`src/msbm_pkg.sv`:
```
// shared types and constants for the multi-signature byte matcher
// no dependencies; imported by the table, emitter and top level
package msbm_pkg;

  localparam int NUM_SIGNATURES_DEF   = 8;
  localparam int MAX_SIG_BYTES_DEF    = 32;
  localparam int MAX_BUFFER_BYTES_DEF = 65536;

  // byte offset counter, saturating
  localparam int            POS_W   = 17;
  localparam int            SEEN_W  = POS_W + 1;
  localparam logic [POS_W-1:0] POS_MAX = {POS_W{1'b1}};

  typedef enum logic [1:0] {
    REQ_SIG_BYTE = 2'd0,
    REQ_SIG_LEN  = 2'd1,
    REQ_SCAN     = 2'd2
  } req_t;

  // state update command from the top level to the signature table
  typedef struct packed {
    logic       sig_wr;
    logic       len_wr;
    logic       shift;
    logic [2:0] slot;
    logic [4:0] byte_index;
    logic [7:0] value;
    logic [5:0] sig_length;
  } tbl_cmd_t;

endpackage

```
`src/msbm_emitter.sv`:
```
// match emitter: holds one byte's hit set and sends one match beat per cycle while not stalled
// depends on msbm_pkg
module msbm_emitter #(
  parameter int NUM_SIGNATURES = msbm_pkg::NUM_SIGNATURES_DEF,
  parameter int MAX_SIG_BYTES  = msbm_pkg::MAX_SIG_BYTES_DEF
) (
  input  logic                                                clk,
  input  logic                                                rst,
  input  logic                                                cand_valid,
  input  logic [NUM_SIGNATURES-1:0]                           cand_hit,
  input  logic [msbm_pkg::SEEN_W-1:0]                         cand_seen,
  input  logic [NUM_SIGNATURES-1:0][$clog2(MAX_SIG_BYTES+1)-1:0] cand_lens,
  output logic                                                cand_take,
  output logic                                                match_valid,
  input  logic                                                match_stall,
  output logic [15:0]                                         match_offset,
  output logic [2:0]                                          match_slot,
  output logic [5:0]                                          match_length,
  output logic                                                last_match
);
  import msbm_pkg::*;

  localparam int SLOT_IW = (NUM_SIGNATURES > 1) ? $clog2(NUM_SIGNATURES) : 1;
  localparam int LEN_W   = $clog2(MAX_SIG_BYTES + 1);

  logic [NUM_SIGNATURES-1:0]             pend_mask;
  logic [SEEN_W-1:0]                     pend_seen;
  logic [NUM_SIGNATURES-1:0][LEN_W-1:0]  pend_lens;
  logic [NUM_SIGNATURES-1:0]             low;
  logic [NUM_SIGNATURES-1:0]             rest;
  logic [NUM_SIGNATURES-1:0]             mask_after;
  logic [SLOT_IW-1:0]                    sel;
  logic                                  out_free;

  assign out_free   = !match_valid || !match_stall;
  assign low        = pend_mask & (~pend_mask + 1'b1);
  assign rest       = pend_mask & ~low;
  assign mask_after = out_free ? rest : pend_mask;
  assign cand_take  = cand_valid && (mask_after == '0);

  // lowest pending slot goes first
  always_comb begin
    sel = '0;
    for (int i = NUM_SIGNATURES - 1; i >= 0; i--) begin
      if (pend_mask[i]) begin
        sel = SLOT_IW'(i);
      end
    end
  end

  always_ff @(posedge clk) begin
    if (rst) begin
      pend_mask <= '0;
    end else if (cand_take) begin
      pend_mask <= cand_hit;
    end else begin
      pend_mask <= mask_after;
    end
  end

  always_ff @(posedge clk) begin
    if (cand_take) begin
      pend_seen <= cand_seen;
      pend_lens <= cand_lens;
    end
  end

  always_ff @(posedge clk) begin
    if (rst) begin
      match_valid <= 1'b0;
    end else if (out_free) begin
      match_valid <= (pend_mask != '0);
    end
  end

  always_ff @(posedge clk) begin
    if (out_free && (pend_mask != '0)) begin
      match_offset <= 16'(pend_seen - SEEN_W'(pend_lens[sel]));
      match_slot   <= 3'(sel);
      match_length <= 6'(pend_lens[sel]);
      last_match   <= (rest == '0);
    end
  end

endmodule

```
`config.mk`:
```
export PLATFORM = sky130hd
export DESIGN_NAME = msbm_emitter
export DESIGN_NICKNAME = d
export VERILOG_FILES = /design/src/msbm_pkg.sv /design/src/msbm_emitter.sv
export SDC_FILE = /design/constraint.sdc
export NUM_CORES = 1
export LEC_CHECK = 0
export CORE_MARGIN = 2
export CORE_UTILIZATION = 56
export CTS_CLUSTER_DIAMETER = 50
export DETAILED_ROUTE_END_ITERATION = 10
export DONT_BUFFER_PORTS = 1
export PLACE_DENSITY_LB_ADDON = 0.12
export SYNTH_ARGS = -nofsm -noshare
export SYNTH_HDL_FRONTEND = slang
export SYNTH_SLANG_ARGS = --single-unit
```
`constraint.sdc`:
```
create_clock -name clk -period 5.75 [get_ports clk]
set_input_delay 1.725 -clock clk [delete_from_list [all_inputs] [get_ports clk]]
set_output_delay 1.725 -clock clk [all_outputs]
set_load 0.05 [all_outputs]
```
==> results.toml <==
[status]
run_status = "finished clean"

[synth]
synth.top_cell.area_share = 0.6473
yosys.cell_types.count = 52
yosysTopAreaCell = "edfxtp_1"
ys_top_cells_by_area = "edfxtp_1 (65%), dfxtp_1 (4.3%), ha_1 (2.1%), a21oi_1 (1.8%), nand2b_1 (1.8%)"
synth-async-reset-ratio = 0
synthFlopType = "edfxtp_1"
postSynthRegisterBits = 99
netlist_area_before_placement_mm2 = 0.004175
share_of_the_yosys_chip_area_belonging_to_registers = 0.6904
synth.net_count = 361
yosysWarningCount = 0
synth_enable_flop_cells = 90
synthesis.instances = 275
post_synth.cell_area_avg_um2 = 15.18

[final_layout]
multi_input_logic_area_mm2 = 0.001205
drive_above_1_share = 0.1277
fillerInstances = 580
ff_latch_area_mm2 = 0.002883
fin_nets = 365
area_growth_syn_to_layout_pct = 6.383
antennaDiodeCount = 0
final_common_cell = "edfxtp_1"
layout.cells.most_common_list = "edfxtp_1 (90), nor2_1 (15), a21oi_1 (15)"

[cts]
cts.hold.buffers_added = 0
inserted_clock_buffers = 9
cts.repair_timing.setup_buffer_count = 0
clock_sinks = 99
ctsResizeCount = 0
clock_transition_at_the_registers_of_the_reported_paths_ns = 0.09
cts.root.buffer_cell = "clkbuf_8"
cts_htree_levels = 3
clock_latency_ns = 0.36
tritoncts = "built"
cts_buffer_depth = 2

[sta]
holdWs_ns = 0.5595
achievable-frequency_mhz = 192.4
period_needed_ns = 5.197
tns_ns = 0
setup_violations = 0
timing.final.crit_share = 0.9038
fin_skew_ns = 0.01478
final-max-slew-violation-count = 0
rsz_0062_raised_after_global_routing = "no"
worst_pin_slew_ns = 0.9707
report.final.hold_viol_count = 0
slew_headroom = 0.3493

[setup_path]
worst_setup_path_start_kind = "primary input"
endpoint_kind = "primary output"
most_frequent_cell_on_the_critical_path = "a211oi_1"
required_ns = 4.03
timing.critical_path.buf_inv = 1
critPathMaxStageDelay_ns = 0.44
criticalPathCategory = "primary input to primary output"
crit_chain = "and2_1 > or3_1 > a211oi_1 > a211oi_1 > nand3b_2 > clkinvlp_4"
crit_fanout = 12
cp_arrival_ns = 3.47
timing.critical_path.slowest_stage_cell = "clkinvlp_4"
cp_top_family = "simple AND/OR/NAND/NOR gates"

[global_route]
initial_antenna_violation_count = 0
grt.total_usage = 0.1753
globalRoute.totalOverflow = 0
grt_start_max_net_pins = 55
via_count_of_the_first_global_routing_pass = 2194
grt_first_pass_wirelength_mm = 10.73

[floorplanning]
die_width_um = 90.35
design.core.area_mm2 = 0.007253
initial_utilization = 0.5756
row_cnt = 31
die-height_um = 90.35
top_level_ports = 106
design.die.area_mm2 = 0.008162

[placed_design]
detailed_placer_s_ending_hpwl_mm = 4.958
io_buffers = 0
gp_congestion = 0.7626

[power_and_ir_drop]
peakVddDrop_uv = 267.1
power_density_mw_per_mm2 = 549.5
cellLeakagePower_uw = 0.001512
total_power_uw = 2441

[route]
postRouteAntennaNets = 0
via_per_inst = 5.811
wl_mm = 6.868
drt_pass1_iterations = 4
average_wire_per_cell_in_the_routed_design_um = 18.03
drt-initial-drc-count = 97
drc_violation_count_after_routing = 0
num_vias = 2214

[hold_path]
hold_class = "flip-flop to flip-flop"

[flow_run]
timing.max_cap.violations = 0
-- worst register-to-register path: stages (launching register included) --
cell	delay, ns
dfxtp_1	0.51
nor2_1	0.12
a221oi_4	0.63
o21bai_4	0.26
mux2_2	0.30
o21ai_0	0.08
o21ai_0	0.18
ha_1	0.22
inv_1	0.05
fa_1	0.39
a21o_1	0.17
a21oi_1	0.20
o21ai_0	0.23
nor4_1	0.47
nand2b_1	0.14
xnor2_1	0.14
-- power breakdown --
part	leakage [uW]	switching (uW)	internal, uW
clock	0.0000951	222	196
combinational	0.000474	366	245
sequential	0.000944	374	1040
total	0.00151	962	1480
-- registers in the layout, summed over array words and instances, names as in the netlist --
name	flops
match_offset	16
match_valid	1
last_match	1
pend_mask	8
pend_seen	16
pend_lens	48
match_length	6
match_slot	3
-- final timing paths --
| kind | startpoint | to | slack (ns) | depth (start not counted) |
|---|---|---|---|---|
| setup / recovery | match_stall | cand_take | 0.55 | 6 |
| hold / removal | pend_mask[5] | pend_mask[5] | 0.56 | 2 |
| setup reg to reg | pend_mask[3] | match_offset[12] | 1.41 | 15 |
| hold reg to reg | pend_mask[5] | pend_mask[5] | 0.56 | 2 |
-- area by class of cell --
type,count,share of cell area
multi-input cells,158,0.2713
flip-flops and latches,99,0.6490
inverters,9,0.008451
well taps,99,0.02789
repair buffers,2,0.003380
clock inverters,5,0.01211
clock buffers,9,0.02789
-- cell usage after synthesis (3+ instances only) --
library cell / number
nor2_1: 16
inv_1: 8
o21ai_0: 8
a21oi_1: 15
dfxtp_1: 9
o22ai_1: 4
xnor2_1: 7
nand2b_1: 12
o221ai_1: 5
or3_1: 5
a211oi_1: 3
nor2_2: 3
a31oi_1: 5
ha_1: 7
mux4_2: 3
nand2_1: 10
maj3_1: 3
edfxtp_1: 90
o31ai_1: 4
a21o_1: 4
nor3_1: 7
clkbuf_1: 3
xor2_1: 7
a31o_1: 3
-- logic make-up (layout without fill, tap and decap cells) --
group                      count (synthesis)  after routing  share of synthesized area
xor gates and xnor gates                  14             14                    0.02937
muxes                                      8              8                    0.03626
buffers and inverters                     18             25                    0.02157
and+or+nand+nor                           64             64                    0.08421
AOI/OAI and AO/OA                         61             61                     0.1052
adders and majority gates                 11             11                    0.03296
DFF                                       99             99                     0.6904
-- metal layers --
metal | vias to the layer above | GRT usage | wire length, um
li1 | 1062 | - | -
met1 | 1055 | 0.2097 | 2937
met2 | 83 | 0.2876 | 3364
met3 | 14 | 0.05676 | 414
met4 | 0 | 0.08590 | 150
met5 | - | 0 | 0
-- per-stage QoR --
stage / cells / util / setup WS (ns) / instance area, um^2
final: 381 / 0.6124 / 0.5531 / 4442
after global routing: 381 / 0.6124 / 0.3869 / 4442
after floorplan: 275 / - / 0.2158 / 4179
after detailed placement: 367 / 0.5879 / 0.5438 / 4264
after CTS: 381 / 0.6124 / 0.5395 / 4442
after global placement: 367 / 0.5879 / 0.5700 / 4264
(Power assumes the default switching activity.)
